### config.mk
export PLATFORM = sky130hd
export DESIGN_NAME = led_strip_pattern_animator
export DESIGN_NICKNAME = d
export VERILOG_FILES = /design/src/hw/rtl/lspa_pkg.sv /design/src/hw/rtl/lspa_div.sv /design/src/hw/rtl/led_strip_pattern_animator.sv
export SDC_FILE = /design/constraint.sdc
export NUM_CORES = 2
export LEC_CHECK = 0
export BUFFER_PORTS_ARGS = -buffer_cell sky130_fd_sc_hd__buf_2
export CAP_MARGIN = 20
export CORE_MARGIN = 2
export CORE_UTILIZATION = 60
export DETAILED_ROUTE_END_ITERATION = 8
export PLACE_DENSITY = 0.84
export SYNTH_ARGS = -nofsm -noshare
export SYNTH_HDL_FRONTEND = slang
export SYNTH_SLANG_ARGS = --single-unit
### constraint.sdc
create_clock -name clock -period 9.9 [get_ports clock]
set_input_delay 1.485 -clock clock [delete_from_list [all_inputs] [get_ports clock]]
set_output_delay 1.485 -clock clock [all_outputs]
set_load 0.05 [all_outputs]
### src/hw/rtl/lspa_pkg.sv
// Shared types, codes and constants for the LED strip pattern animator
`timescale 1ns / 1ps
`default_nettype none

package lspa_pkg;

   // Iterative divider operand widths
   localparam int NUM_W = 25;
   localparam int DEN_W = 16;

   // Command codes
   localparam logic [1:0] CMD_SET  = 2'd0;
   localparam logic [1:0] CMD_TICK = 2'd1;
   localparam logic [1:0] CMD_OFF  = 2'd2;

   // Pattern codes
   localparam logic [2:0] PAT_LIGHT    = 3'd0;
   localparam logic [2:0] PAT_BLINK    = 3'd1;
   localparam logic [2:0] PAT_FADE_IN  = 3'd2;
   localparam logic [2:0] PAT_FADE_OUT = 3'd3;
   localparam logic [2:0] PAT_TOGGLE   = 3'd4;

   // Register indexes
   localparam logic [1:0] REG_TIMER_PERIOD = 2'd0;
   localparam logic [1:0] REG_FADE_SPEED   = 2'd1;
   localparam logic [1:0] REG_MAX_BRIGHT   = 2'd2;
   localparam logic [1:0] REG_GRB_ORDER    = 2'd3;

   // Register reset values
   localparam logic [9:0] RST_TIMER_PERIOD = 10'd10;
   localparam logic [7:0] RST_FADE_SPEED   = 8'd1;
   localparam logic [7:0] RST_MAX_BRIGHT   = 8'd255;
   localparam logic       RST_GRB_ORDER    = 1'b1;

   // Result kinds
   localparam logic KIND_DATA  = 1'b0;
   localparam logic KIND_POWER = 1'b1;

   // Reciprocal of 100 scaled by 2^31, exact for a phase count below 2^25
   localparam logic [NUM_W-1:0] RECIP_100   = NUM_W'(21474837);
   localparam int               RECIP_SHIFT = 31;

   // Reciprocals of 99 and 100 scaled by 2^20, exact for a level product up to 255*100
   localparam logic [13:0] RECIP_LVL_99  = 14'd10592;
   localparam logic [13:0] RECIP_LVL_100 = 14'd10486;

   // One LED table entry
   typedef struct packed {
      logic [2:0]  pattern;
      logic [7:0]  red;
      logic [7:0]  green;
      logic [7:0]  blue;
      logic [15:0] period;
      logic [7:0]  min_level;
      logic [7:0]  max_level;
   } entry_type;

   // Entry contents after an all-off command
   localparam entry_type OFF_ENTRY = '{pattern: PAT_LIGHT, red: 8'd0, green: 8'd0,
                                       blue: 8'd0, period: 16'd0, min_level: 8'd0,
                                       max_level: 8'd255};

   typedef struct packed {
      logic             start;
      logic [NUM_W-1:0] num;
      logic [DEN_W-1:0] den;
   } div_req_type;

   typedef struct packed {
      logic             done;
      logic [NUM_W-1:0] quot;
   } div_rsp_type;

   // Exact x / 255 for x below 65280
   function automatic logic [7:0] div255(input logic [15:0] x);
      logic [16:0] s;
      s = {1'b0, x} + {9'd0, x[15:8]} + 17'd1;
      return s[15:8];
   endfunction

endpackage

`default_nettype wire

### src/hw/rtl/lspa_div.sv
// Restoring divider, one quotient bit per cycle
`timescale 1ns / 1ps
`default_nettype none

module lspa_div import lspa_pkg::*; (
   input  wire logic        clock,
   input  wire logic        reset,
   input  wire div_req_type req,
   output div_rsp_type      rsp
);

   localparam int CNT_W = $clog2(NUM_W);

   logic             busy_ff, busy_in;
   logic             done_ff, done_in;
   logic [CNT_W-1:0] cnt_ff, cnt_in;
   logic [NUM_W-1:0] q_ff, q_in;
   logic [DEN_W-1:0] r_ff, r_in;
   logic [DEN_W-1:0] d_ff, d_in;
   logic [DEN_W:0]   trial;
   logic [DEN_W:0]   diff;
   logic             ge;

   // Shift in one numerator bit, subtract where it fits
   always_comb begin
      trial   = {r_ff, q_ff[NUM_W-1]};
      diff    = trial - {1'b0, d_ff};
      ge      = (trial >= {1'b0, d_ff});
      busy_in = busy_ff;
      done_in = 1'b0;
      cnt_in  = cnt_ff;
      q_in    = q_ff;
      r_in    = r_ff;
      d_in    = d_ff;
      if (req.start) begin
         busy_in = 1'b1;
         cnt_in  = '0;
         q_in    = req.num;
         r_in    = '0;
         d_in    = req.den;
      end else if (busy_ff) begin
         q_in   = {q_ff[NUM_W-2:0], ge};
         r_in   = ge ? diff[DEN_W-1:0] : trial[DEN_W-1:0];
         cnt_in = cnt_ff + CNT_W'(1);
         if (cnt_ff == CNT_W'(NUM_W - 1)) begin
            busy_in = 1'b0;
            done_in = 1'b1;
         end
      end
   end

   always_ff @(posedge clock) begin
      if (reset) begin
         busy_ff <= 1'b0;
         done_ff <= 1'b0;
      end else begin
         busy_ff <= busy_in;
         done_ff <= done_in;
      end
      cnt_ff <= cnt_in;
      q_ff   <= q_in;
      r_ff   <= r_in;
      d_ff   <= d_in;
   end

   assign rsp.done = done_ff;
   assign rsp.quot = q_ff;

endmodule

`default_nettype wire

### src/hw/rtl/led_strip_pattern_animator.sv
// Set: a divider pass turns the delay into a period, then one power word goes out;
// off emits 3*LED_COUNT+1 words, one a cycle unstalled. Tick: per LED a table read,
// a divider pass for blink, fades and toggle, a wrap and scale of the fade level,
// then three colour words. One command at a time: req_stall is high outside idle.
// Synchronous active-high reset clears the tables (valid flags), counter,
// power state and registers to their defaults; no clearing pass is needed.
`timescale 1ns / 1ps
`default_nettype none

module led_strip_pattern_animator import lspa_pkg::*; #(
   parameter int LED_COUNT = 16
) (
   input  wire logic       clock,
   input  wire logic       reset,
   input  wire logic       req_valid,
   output logic            req_stall,
   input  wire logic [1:0] req_cmd,
   input  wire logic [3:0] req_led_index,
   input  wire logic [2:0] req_pattern,
   input  wire logic [7:0] req_red,
   input  wire logic [7:0] req_green,
   input  wire logic [7:0] req_blue,
   input  wire logic [15:0] req_delay_ms,
   input  wire logic [7:0] req_min_level,
   input  wire logic [7:0] req_max_level,
   output logic            rsp_valid,
   input  wire logic       rsp_stall,
   output logic            rsp_kind,
   output logic [7:0]      rsp_data_byte,
   output logic            rsp_power_on,
   output logic            rsp_last,
   input  wire logic       csr_valid,
   output logic            csr_ready,
   input  wire logic [1:0] csr_index,
   input  wire logic [9:0] csr_data
);

   localparam int IDX_W = (LED_COUNT > 1) ? $clog2(LED_COUNT) : 1;

   typedef enum logic [14:0] {
      ST_IDLE     = 15'h0001,
      ST_SET_DIV  = 15'h0002,
      ST_SET_PWR  = 15'h0004,
      ST_RD       = 15'h0008,
      ST_LOAD     = 15'h0010,
      ST_DIV1     = 15'h0020,
      ST_WRAP1    = 15'h0040,
      ST_WRAP2    = 15'h0080,
      ST_SPAN     = 15'h0100,
      ST_LVL      = 15'h0200,
      ST_MUL1     = 15'h0400,
      ST_MUL2     = 15'h0800,
      ST_EMIT     = 15'h1000,
      ST_OFF_EMIT = 15'h2000,
      ST_OFF_PWR  = 15'h4000
   } state_type;

   state_type        state_ff, state_in;
   logic [IDX_W-1:0] led_ff, led_in;
   logic [1:0]       byte_ff, byte_in;
   logic [15:0]      tick_ff, tick_in;
   logic             power_ff, power_in;
   logic [LED_COUNT-1:0] written_ff, written_in;
   logic [LED_COUNT-1:0] offd_ff, offd_in;
   logic [9:0]       tp_ff;
   logic [7:0]       fs_ff;
   logic [7:0]       mb_ff;
   logic             grb_ff;
   logic [3:0]       set_idx_ff, set_idx_in;
   entry_type        set_ent_ff, set_ent_in;
   entry_type        ent_ff, ent_in;
   logic [7:0]       lvl_ff, lvl_in;
   logic [15:0]      prod_ff, prod_in;
   logic [NUM_W-1:0] phase_ff, phase_in;
   logic [NUM_W-1:0] q100_ff, q100_in;
   logic [7:0]       rem_ff, rem_in;
   logic             rsp_valid_ff, rsp_valid_in;
   logic             rsp_kind_ff, rsp_kind_in;
   logic [7:0]       rsp_byte_ff, rsp_byte_in;
   logic             rsp_power_ff, rsp_power_in;
   logic             rsp_last_ff, rsp_last_in;
   div_req_type      div_req_ff, div_req_in;
   div_rsp_type      div_rsp;

   entry_type        mem [LED_COUNT];
   entry_type        rd_data_ff;
   logic             mem_we;
   entry_type        mem_wdata;

   logic             accept;
   logic             out_free;
   logic             led_last;
   entry_type        cur;
   logic [15:0]      d1;
   logic [7:0]       span;
   logic [7:0]       pfold;
   logic [23:0]      ts;
   logic [7:0]       csel;
   logic [49:0]      wrap_prod;
   logic [NUM_W-1:0] q_sel;
   logic [NUM_W-1:0] rem_w;
   logic [29:0]      lvl_prod;
   logic [7:0]       lvl_q;

   assign accept    = req_valid && !req_stall;
   assign req_stall = (state_ff != ST_IDLE);
   assign out_free  = !rsp_valid_ff || !rsp_stall;
   assign led_last  = (led_ff == IDX_W'(LED_COUNT - 1));
   assign csr_ready = 1'b1;
   assign ts        = tick_ff * fs_ff;

   // Table memory: one write port, registered read at the current LED
   always_ff @(posedge clock) begin
      if (mem_we) begin
         mem[IDX_W'(set_idx_ff)] <= mem_wdata;
      end
      rd_data_ff <= mem[led_ff];
   end

   // Register writes
   always_ff @(posedge clock) begin
      if (reset) begin
         tp_ff  <= RST_TIMER_PERIOD;
         fs_ff  <= RST_FADE_SPEED;
         mb_ff  <= RST_MAX_BRIGHT;
         grb_ff <= RST_GRB_ORDER;
      end else if (csr_valid && csr_ready) begin
         case (csr_index)
            REG_TIMER_PERIOD: tp_ff  <= csr_data;
            REG_FADE_SPEED:   fs_ff  <= csr_data[7:0];
            REG_MAX_BRIGHT:   mb_ff  <= csr_data[7:0];
            REG_GRB_ORDER:    grb_ff <= csr_data[0];
            default: ;
         endcase
      end
   end

   // Entry being worked on and derived values
   always_comb begin
      if (written_ff[led_ff]) begin
         cur = rd_data_ff;
      end else if (offd_ff[led_ff]) begin
         cur = OFF_ENTRY;
      end else begin
         cur = '0;
      end
      d1   = (cur.period == 16'd0) ? 16'd1 : cur.period;
      span = (ent_ff.max_level >= ent_ff.min_level) ?
             (ent_ff.max_level - ent_ff.min_level) : 8'd0;
      // Wrap the phase count: quotient by 100 from the reciprocal, halved for toggle
      wrap_prod = 50'(phase_ff) * 50'(RECIP_100);
      q_sel = (ent_ff.pattern == PAT_TOGGLE) ? {1'b0, q100_ff[NUM_W-1:1]} : q100_ff;
      rem_w = phase_ff - q_sel * ((ent_ff.pattern == PAT_TOGGLE) ? NUM_W'(200) :
                                                                  NUM_W'(100));
      pfold = rem_ff;
      if (ent_ff.pattern == PAT_TOGGLE && pfold > 8'd100) begin
         pfold = 8'd200 - pfold;
      end
      // Span share of the level: divide by 100 for toggle, by 99 for the fades
      lvl_prod = 30'(prod_ff) * ((ent_ff.pattern == PAT_TOGGLE) ? 30'(RECIP_LVL_100) :
                                                                 30'(RECIP_LVL_99));
      lvl_q = lvl_prod[27:20];
      case (byte_ff)
         2'd0:    csel = grb_ff ? ent_ff.green : ent_ff.red;
         2'd1:    csel = grb_ff ? ent_ff.red : ent_ff.green;
         default: csel = ent_ff.blue;
      endcase
   end

   // Command sequencer
   always_comb begin
      state_in     = state_ff;
      led_in       = led_ff;
      byte_in      = byte_ff;
      tick_in      = tick_ff;
      power_in     = power_ff;
      written_in   = written_ff;
      offd_in      = offd_ff;
      set_idx_in   = set_idx_ff;
      set_ent_in   = set_ent_ff;
      ent_in       = ent_ff;
      lvl_in       = lvl_ff;
      prod_in      = prod_ff;
      phase_in     = phase_ff;
      q100_in      = q100_ff;
      rem_in       = rem_ff;
      rsp_valid_in = rsp_valid_ff && rsp_stall;
      rsp_kind_in  = rsp_kind_ff;
      rsp_byte_in  = rsp_byte_ff;
      rsp_power_in = rsp_power_ff;
      rsp_last_in  = rsp_last_ff;
      div_req_in   = div_req_ff;
      div_req_in.start = 1'b0;
      mem_we       = 1'b0;
      mem_wdata    = set_ent_ff;
      mem_wdata.period = div_rsp.quot[15:0];

      case (state_ff)
         ST_IDLE: begin
            if (accept) begin
               led_in  = '0;
               byte_in = 2'd0;
               case (req_cmd)
                  CMD_SET: begin
                     set_idx_in = req_led_index;
                     set_ent_in = '{pattern: req_pattern, red: req_red,
                                    green: req_green, blue: req_blue,
                                    period: 16'd0, min_level: req_min_level,
                                    max_level: req_max_level};
                     div_req_in.start = 1'b1;
                     div_req_in.num   = NUM_W'(req_delay_ms);
                     div_req_in.den   = (tp_ff == 10'd0) ? 16'd1 : DEN_W'(tp_ff);
                     state_in = ST_SET_DIV;
                  end
                  CMD_TICK: state_in = ST_RD;
                  CMD_OFF: begin
                     written_in = '0;
                     offd_in    = '1;
                     state_in   = ST_OFF_EMIT;
                  end
                  default: ;
               endcase
            end
         end
         ST_SET_DIV: begin
            if (div_rsp.done) begin
               if (32'(set_idx_ff) < LED_COUNT) begin
                  mem_we = 1'b1;
                  written_in[IDX_W'(set_idx_ff)] = 1'b1;
               end
               state_in = ST_SET_PWR;
            end
         end
         ST_SET_PWR: begin
            if (out_free) begin
               rsp_valid_in = 1'b1;
               rsp_kind_in  = KIND_POWER;
               rsp_byte_in  = 8'd0;
               rsp_power_in = 1'b1;
               rsp_last_in  = 1'b1;
               power_in     = 1'b1;
               state_in     = ST_IDLE;
            end
         end
         ST_RD: state_in = ST_LOAD;
         ST_LOAD: begin
            ent_in = cur;
            div_req_in.den = d1;
            case (cur.pattern)
               PAT_LIGHT: begin
                  lvl_in   = 8'd255;
                  state_in = ST_MUL1;
               end
               PAT_BLINK: begin
                  div_req_in.start = 1'b1;
                  div_req_in.num   = NUM_W'(tick_ff);
                  state_in = ST_DIV1;
               end
               PAT_FADE_IN, PAT_FADE_OUT: begin
                  div_req_in.start = 1'b1;
                  div_req_in.num   = NUM_W'(ts);
                  state_in = ST_DIV1;
               end
               PAT_TOGGLE: begin
                  div_req_in.start = 1'b1;
                  div_req_in.num   = {ts, 1'b0};
                  state_in = ST_DIV1;
               end
               default: begin
                  lvl_in   = 8'd0;
                  state_in = ST_MUL1;
               end
            endcase
         end
         ST_DIV1: begin
            if (div_rsp.done) begin
               if (ent_ff.pattern == PAT_BLINK) begin
                  lvl_in   = div_rsp.quot[0] ? ent_ff.max_level : ent_ff.min_level;
                  state_in = ST_MUL1;
               end else begin
                  phase_in = div_rsp.quot;
                  state_in = ST_WRAP1;
               end
            end
         end
         ST_WRAP1: begin
            q100_in  = NUM_W'(wrap_prod >> RECIP_SHIFT);
            state_in = ST_WRAP2;
         end
         ST_WRAP2: begin
            rem_in   = rem_w[7:0];
            state_in = ST_SPAN;
         end
         ST_SPAN: begin
            prod_in  = span * pfold;
            state_in = ST_LVL;
         end
         ST_LVL: begin
            if (ent_ff.pattern == PAT_FADE_OUT) begin
               lvl_in = ent_ff.max_level - lvl_q;
            end else begin
               lvl_in = lvl_q + ent_ff.min_level;
            end
            state_in = ST_MUL1;
         end
         ST_MUL1: begin
            prod_in  = csel * lvl_ff;
            state_in = ST_MUL2;
         end
         ST_MUL2: begin
            prod_in  = div255(prod_ff) * mb_ff;
            state_in = ST_EMIT;
         end
         ST_EMIT: begin
            if (out_free) begin
               rsp_valid_in = 1'b1;
               rsp_kind_in  = KIND_DATA;
               rsp_byte_in  = div255(prod_ff);
               rsp_power_in = power_ff;
               rsp_last_in  = (byte_ff == 2'd2) && led_last;
               if (byte_ff == 2'd2) begin
                  byte_in = 2'd0;
                  if (led_last) begin
                     tick_in  = tick_ff + 16'd1;
                     state_in = ST_IDLE;
                  end else begin
                     led_in   = led_ff + IDX_W'(1);
                     state_in = ST_RD;
                  end
               end else begin
                  byte_in  = byte_ff + 2'd1;
                  state_in = ST_MUL1;
               end
            end
         end
         ST_OFF_EMIT: begin
            if (out_free) begin
               rsp_valid_in = 1'b1;
               rsp_kind_in  = KIND_DATA;
               rsp_byte_in  = 8'd0;
               rsp_power_in = power_ff;
               rsp_last_in  = 1'b0;
               if (byte_ff == 2'd2) begin
                  byte_in = 2'd0;
                  led_in  = led_ff + IDX_W'(1);
                  if (led_last) begin
                     state_in = ST_OFF_PWR;
                  end
               end else begin
                  byte_in = byte_ff + 2'd1;
               end
            end
         end
         ST_OFF_PWR: begin
            if (out_free) begin
               rsp_valid_in = 1'b1;
               rsp_kind_in  = KIND_POWER;
               rsp_byte_in  = 8'd0;
               rsp_power_in = 1'b0;
               rsp_last_in  = 1'b1;
               power_in     = 1'b0;
               state_in     = ST_IDLE;
            end
         end
         default: state_in = ST_IDLE;
      endcase
   end

   always_ff @(posedge clock) begin
      if (reset) begin
         state_ff     <= ST_IDLE;
         tick_ff      <= 16'd0;
         power_ff     <= 1'b0;
         written_ff   <= '0;
         offd_ff      <= '0;
         rsp_valid_ff <= 1'b0;
         div_req_ff.start <= 1'b0;
      end else begin
         state_ff     <= state_in;
         tick_ff      <= tick_in;
         power_ff     <= power_in;
         written_ff   <= written_in;
         offd_ff      <= offd_in;
         rsp_valid_ff <= rsp_valid_in;
         div_req_ff.start <= div_req_in.start;
      end
      div_req_ff.num <= div_req_in.num;
      div_req_ff.den <= div_req_in.den;
      led_ff       <= led_in;
      byte_ff      <= byte_in;
      set_idx_ff   <= set_idx_in;
      set_ent_ff   <= set_ent_in;
      ent_ff       <= ent_in;
      lvl_ff       <= lvl_in;
      prod_ff      <= prod_in;
      phase_ff     <= phase_in;
      q100_ff      <= q100_in;
      rem_ff       <= rem_in;
      rsp_kind_ff  <= rsp_kind_in;
      rsp_byte_ff  <= rsp_byte_in;
      rsp_power_ff <= rsp_power_in;
      rsp_last_ff  <= rsp_last_in;
   end

   lspa_div u_div (
      .clock (clock),
      .reset (reset),
      .req   (div_req_ff),
      .rsp   (div_rsp)
   );

   assign rsp_valid     = rsp_valid_ff;
   assign rsp_kind      = rsp_kind_ff;
   assign rsp_data_byte = rsp_byte_ff;
   assign rsp_power_on  = rsp_power_ff;
   assign rsp_last      = rsp_last_ff;

endmodule

`default_nettype wire

==> results_tabular.tex <==
\begin{tabular}{lr}
\hline
Metric & Value \\
\hline
\multicolumn{2}{l}{\textbf{Finish}} \\
Fill cell instance count of the final layout & 8157 \\
Layout area overhead & 8.758\% \\
Number of nets in the final layout & 6520 \\
Post-route non-filler standard cell count & 7138 \\
Fraction of final layout cells sized beyond drive strength 1 & 0.1311 \\
\multicolumn{2}{l}{\textbf{STA}} \\
Skew final & 66.57 ps \\
Final hold violation count & 0 \\
Clock period minus worst slack & 8432 ps \\
Setup violation total in the final timing report & 0 \\
TNS Setup & 0 ps \\
Peak Freq & 118.6 MHz \\
Setup repair after global routing missed its margin & false \\
Headroom to the max-slew limit & 0.1909 \\
Pins over their slew limit & 0 \\
Share of the clock period used by the worst path & 0.8518 \\
Slew at the pin with the worst max-slew slack & 1214 ps \\
\multicolumn{2}{l}{\textbf{Place}} \\
Final HPWL from detailed placement & 118.1 mm \\
GPL Wtd Cong & 0.9404 \\
Number of placed cells counting well taps & 6907 \\
Port Buf Inserts & 94 \\
\multicolumn{2}{l}{\textbf{Die}} \\
Cell Rows & 130 \\
X dimension of the die & 360.2 um \\
Die height & 360.2 um \\
Overall die area & 129800 um2 \\
Number of top-level pins & 96 \\
Std-Cell Core Area & 125700 um2 \\
Effective utilization at floorplan & 0.6055 \\
\multicolumn{2}{l}{\textbf{Synthesis}} \\
Top\_reg\_cell synth & sky130\_fd\_sc\_hd\_\_edfxtp\_1 \\
Synth area leader & sky130\_fd\_sc\_hd\_\_edfxtp\_1 \\
Main combinational cell family by area after synthesis & adder cells \\
Yosys synthesis warning count & 0 \\
Number of storage elements in the synthesis netlist & 1356 \\
Share of synthesized cell area in and, or, nand and nor gates & 0.06465 \\
Mapped Avg Cell Area & 14.42 um2 \\
Distinct cell type count after synthesis & 76 \\
Fraction of synthesized cell area taken by the top area cell type & 0.4717 \\
Fraction of synthesized area in multiplexers & 0.09775 \\
Seq/Total Area, Yosys & 0.5138 \\
Post-synthesis share of cell area spent on full adders, half adders and majority gates & 0.2221 \\
Cells after synthesis & 5280 \\
Xor and xnor fraction of the mapped netlist area & 0.01841 \\
Fraction of the mapped netlist area in compound gates & 0.03849 \\
EDFF count, synth & 1196 \\
Fraction of registers with async set/reset & 0 \\
Mapped Area & 76130 um2 \\
Biggest area contributors in the synthesized netlist & sky130\_fd\_sc\_hd\_\_edfxtp\_1 (47\%), sky130\_fd\_sc\_hd\_\_fa\_1 (13\%), sky130\_fd\_sc\_hd\_\_ha\_1 (9.4\%), sky130\_fd\_sc\_hd\_\_mux4\_2 (8.9\%), sky130\_fd\_sc\_hd\_\_dfxtp\_1 (4.2\%) \\
\multicolumn{2}{l}{\textbf{Clocking}} \\
Number of gates resized after cts & 0 \\
H-tree lvl count & 3 \\
Post CTS Setup Buffer Count & 0 \\
Clock tree from TritonCTS & done \\
Clock Latency Late Sink & 750 ps \\
Clk sinks & 1356 \\
Maximum root-to-sink buffer count & 3 \\
Library cell used as clock root buffer & sky130\_fd\_sc\_hd\_\_clkbuf\_16 \\
Num CTS Buffers & 118 \\
Cts hold-fix bufs & 0 \\
Clock edge transition at the registers on the reported setup and hold paths & 70 ps \\
\multicolumn{2}{l}{\textbf{Detailed routing}} \\
Routed wire length & 191.1 mm \\
DRC violations left & 0 \\
Routed via count & 44890 \\
Number of detailed-routing iterations run before antenna repair & 7 \\
ANT nets after route & 0 \\
Drt first-iter violations & 5382 \\
Via density per instance & 6.288 \\
Routed length per placed instance & 26.77 um \\
\multicolumn{2}{l}{\textbf{Global route}} \\
Pin count of the biggest net entering global routing & 159 \\
Number of global-route vias before repair & 47180 \\
Wire length of the first global-routing pass & 290.3 mm \\
Total track usage & 0.2978 \\
Initial antenna violation count & 11 \\
Remaining Overflow, GRT & 0 \\
\multicolumn{2}{l}{\textbf{Worst setup path}} \\
Largest stage delay on the critical path & 740 ps \\
Worst-path cell with the longest stage delay & sky130\_fd\_sc\_hd\_\_nor3b\_4 \\
Startpoint types & register \\
Worst Setup End Kind & register \\
Data required time at the worst endpoint & 10310 ps \\
Startpoint-to-endpoint class of the critical path & reg -> reg \\
Startpoint of the most critical register-to-register path & ent\_ff[56] \\
Arrival time at the worst endpoint & 8840 ps \\
Worst setup startpoint & ent\_ff[56] \\
Family with the most delay on the worst path & adder cells \\
Largest fanout of any net on the critical path & 17 \\
Crit path buffers/inverters & 5 \\
\multicolumn{2}{l}{\textbf{Pwr}} \\
Leakage power & 32.38 nW \\
Worst vdd ir & 361.8 uV \\
Power per Cell Area & 185.1 nW/um2 \\
\multicolumn{2}{l}{\textbf{Worst hold path}} \\
Hold wc startpoint & div\_req\_ff[1] \\
Worst min path class & reg -> reg \\
\multicolumn{2}{l}{\textbf{Status}} \\
Status & completed \\
\multicolumn{2}{l}{\textbf{Run}} \\
\# Max-Cap Violations & 0 \\
\hline
\end{tabular}
worst reg2reg max path, delay by kind of cell, from the launching register on:
family | cells | cell delay [ps]
and+or+nand+nor | 3 | 1070
buffers and inverters | 5 | 670
adders and majority gates | 8 | 3040
AOI/OAI and AO/OA | 10 | 2240
DFF | 1 | 450
xor gates and xnor gates | 4 | 680
cells in the mapped netlist (12+ instances only):
cell and instances:
sky130_fd_sc_hd__ha_1 572, sky130_fd_sc_hd__a31oi_1 14, sky130_fd_sc_hd__xnor2_1 97, sky130_fd_sc_hd__nor2_1 202
sky130_fd_sc_hd__nand3b_1 12, sky130_fd_sc_hd__clkbuf_1 128, sky130_fd_sc_hd__o21ai_0 79, sky130_fd_sc_hd__nand2b_1 39
sky130_fd_sc_hd__xor2_1 63, sky130_fd_sc_hd__nand4_1 23, sky130_fd_sc_hd__edfxtp_1 1196, sky130_fd_sc_hd__mux2_2 28
sky130_fd_sc_hd__a21o_1 31, sky130_fd_sc_hd__nand3_1 44, sky130_fd_sc_hd__a22o_1 18, sky130_fd_sc_hd__dfxtp_1 160
sky130_fd_sc_hd__mux4_2 300, sky130_fd_sc_hd__and2_1 148, sky130_fd_sc_hd__o211ai_1 14, sky130_fd_sc_hd__and3_1 17
sky130_fd_sc_hd__fa_1 487, sky130_fd_sc_hd__nor3_1 60, sky130_fd_sc_hd__nor2b_1 55, sky130_fd_sc_hd__o21bai_1 15
sky130_fd_sc_hd__a221oi_1 19, sky130_fd_sc_hd__nand2_1 319, sky130_fd_sc_hd__inv_1 726, sky130_fd_sc_hd__a21oi_1 104
sky130_fd_sc_hd__a211oi_1 19, sky130_fd_sc_hd__o21a_1 32, sky130_fd_sc_hd__mux2i_1 37, sky130_fd_sc_hd__buf_1 39
sky130_fd_sc_hd__nor3b_1 12, sky130_fd_sc_hd__or3_1 21
final timing paths:
kind	endpoint	cells after the start	slack, ps
setup / recovery	lvl_ff[7]	30	1470
hold / removal	u_div.d_ff[1]	0	420
setup reg to reg	lvl_ff[7]	30	1470
hold reg to reg	u_div.d_ff[1]	0	420
per-layer routing:
layer  wire (um)  share of wire  global-route usage  vias up
met4        8774          0.046              0.1371       12
met5          80        0.00042                   0        -
met2       95930           0.50              0.5012     2550
met1       69100           0.36              0.3803    22750
li1            -              -                   -    19020
met3       17190          0.090             0.05175      548
report_power, final:
part | switching [mW] | internal [mW] | leakage, nW
sequential | 0.297 | 6.50 | 12.2
combinational | 1.89 | 1.72 | 18.2
clock | 2.20 | 2.72 | 2.00
cells in the final DEF, fill, tap and decap left out, types with 21 or more instances in the layout:
cell type / count
sky130_fd_sc_hd__edfxtp_1: 1196
sky130_fd_sc_hd__inv_1: 725
sky130_fd_sc_hd__ha_1: 572
sky130_fd_sc_hd__fa_1: 487
sky130_fd_sc_hd__nand2_1: 319
sky130_fd_sc_hd__mux4_2: 300
sky130_fd_sc_hd__nor2_1: 190
sky130_fd_sc_hd__dfxtp_1: 159
sky130_fd_sc_hd__and2_1: 148
sky130_fd_sc_hd__clkbuf_16: 120
sky130_fd_sc_hd__a21oi_1: 103
sky130_fd_sc_hd__xnor2_1: 97
sky130_fd_sc_hd__buf_2: 94
sky130_fd_sc_hd__o21ai_0: 79
sky130_fd_sc_hd__xor2_1: 63
sky130_fd_sc_hd__nor2b_1: 55
sky130_fd_sc_hd__nor3_1: 54
sky130_fd_sc_hd__buf_4: 51
sky130_fd_sc_hd__nand3_1: 44
sky130_fd_sc_hd__nand2b_1: 39
sky130_fd_sc_hd__mux2i_1: 37
sky130_fd_sc_hd__o21a_1: 32
sky130_fd_sc_hd__a21o_1: 31
sky130_fd_sc_hd__mux2_2: 28
sky130_fd_sc_hd__clkinv_2: 24
sky130_fd_sc_hd__nand4_1: 23
sky130_fd_sc_hd__clkbuf_1: 22
sky130_fd_sc_hd__or3_1: 21
cell type report:
| class | instances | area, um2 | share of cell area |
|---|---|---|---|
| Antenna cell | 4 | 10.01 | 0.0001209 |
| Clock inverter | 76 | 922.1 | 0.01114 |
| Multi-Input combinational cell | 3025 | 33780 | 0.4079 |
| Inverter | 727 | 2731 | 0.03299 |
| Tap cell | 1650 | 2064 | 0.02493 |
| Timing Repair Buffer | 151 | 996.0 | 0.01203 |
| Clock buffer | 149 | 3182 | 0.03843 |
| Sequential cell | 1356 | 39120 | 0.4724 |
logic make-up after synthesis:
kind of cell	Yosys count
flops	1356
fa+ha+maj	1059
simple gates	999
buf+inv	901
compound gates	438
mux	365
xor+xnor	160
other cells	2
sequential cells by signal, indices dropped and copies added, names as in the netlist, 25 cells and up:
name	count
phase_ff	25
mem	944
div_req_ff	42
rd_data_ff	59
ent_ff	43
mem_wdata	43
u_div.q_ff	25
through the flow:
stage | setup WS [ps] | hold slack, ps | power (mW) | util | instance area, um2
floorplan | 2239 | 400.3 | 9.432 | - | 76140
global placement | 1565 | 406.1 | 10.22 | 0.6251 | 78600
detailed placement | 1486 | 406.3 | 10.36 | 0.6254 | 78630
CTS | 1460 | 415.8 | 15.29 | 0.6580 | 82740
global route | 917.7 | 425.1 | 15.75 | 0.6585 | 82790
finish | 1468 | 418.3 | 15.32 | 0.6585 | 82800
No activity file was read; power rests on OpenSTA's default activity.
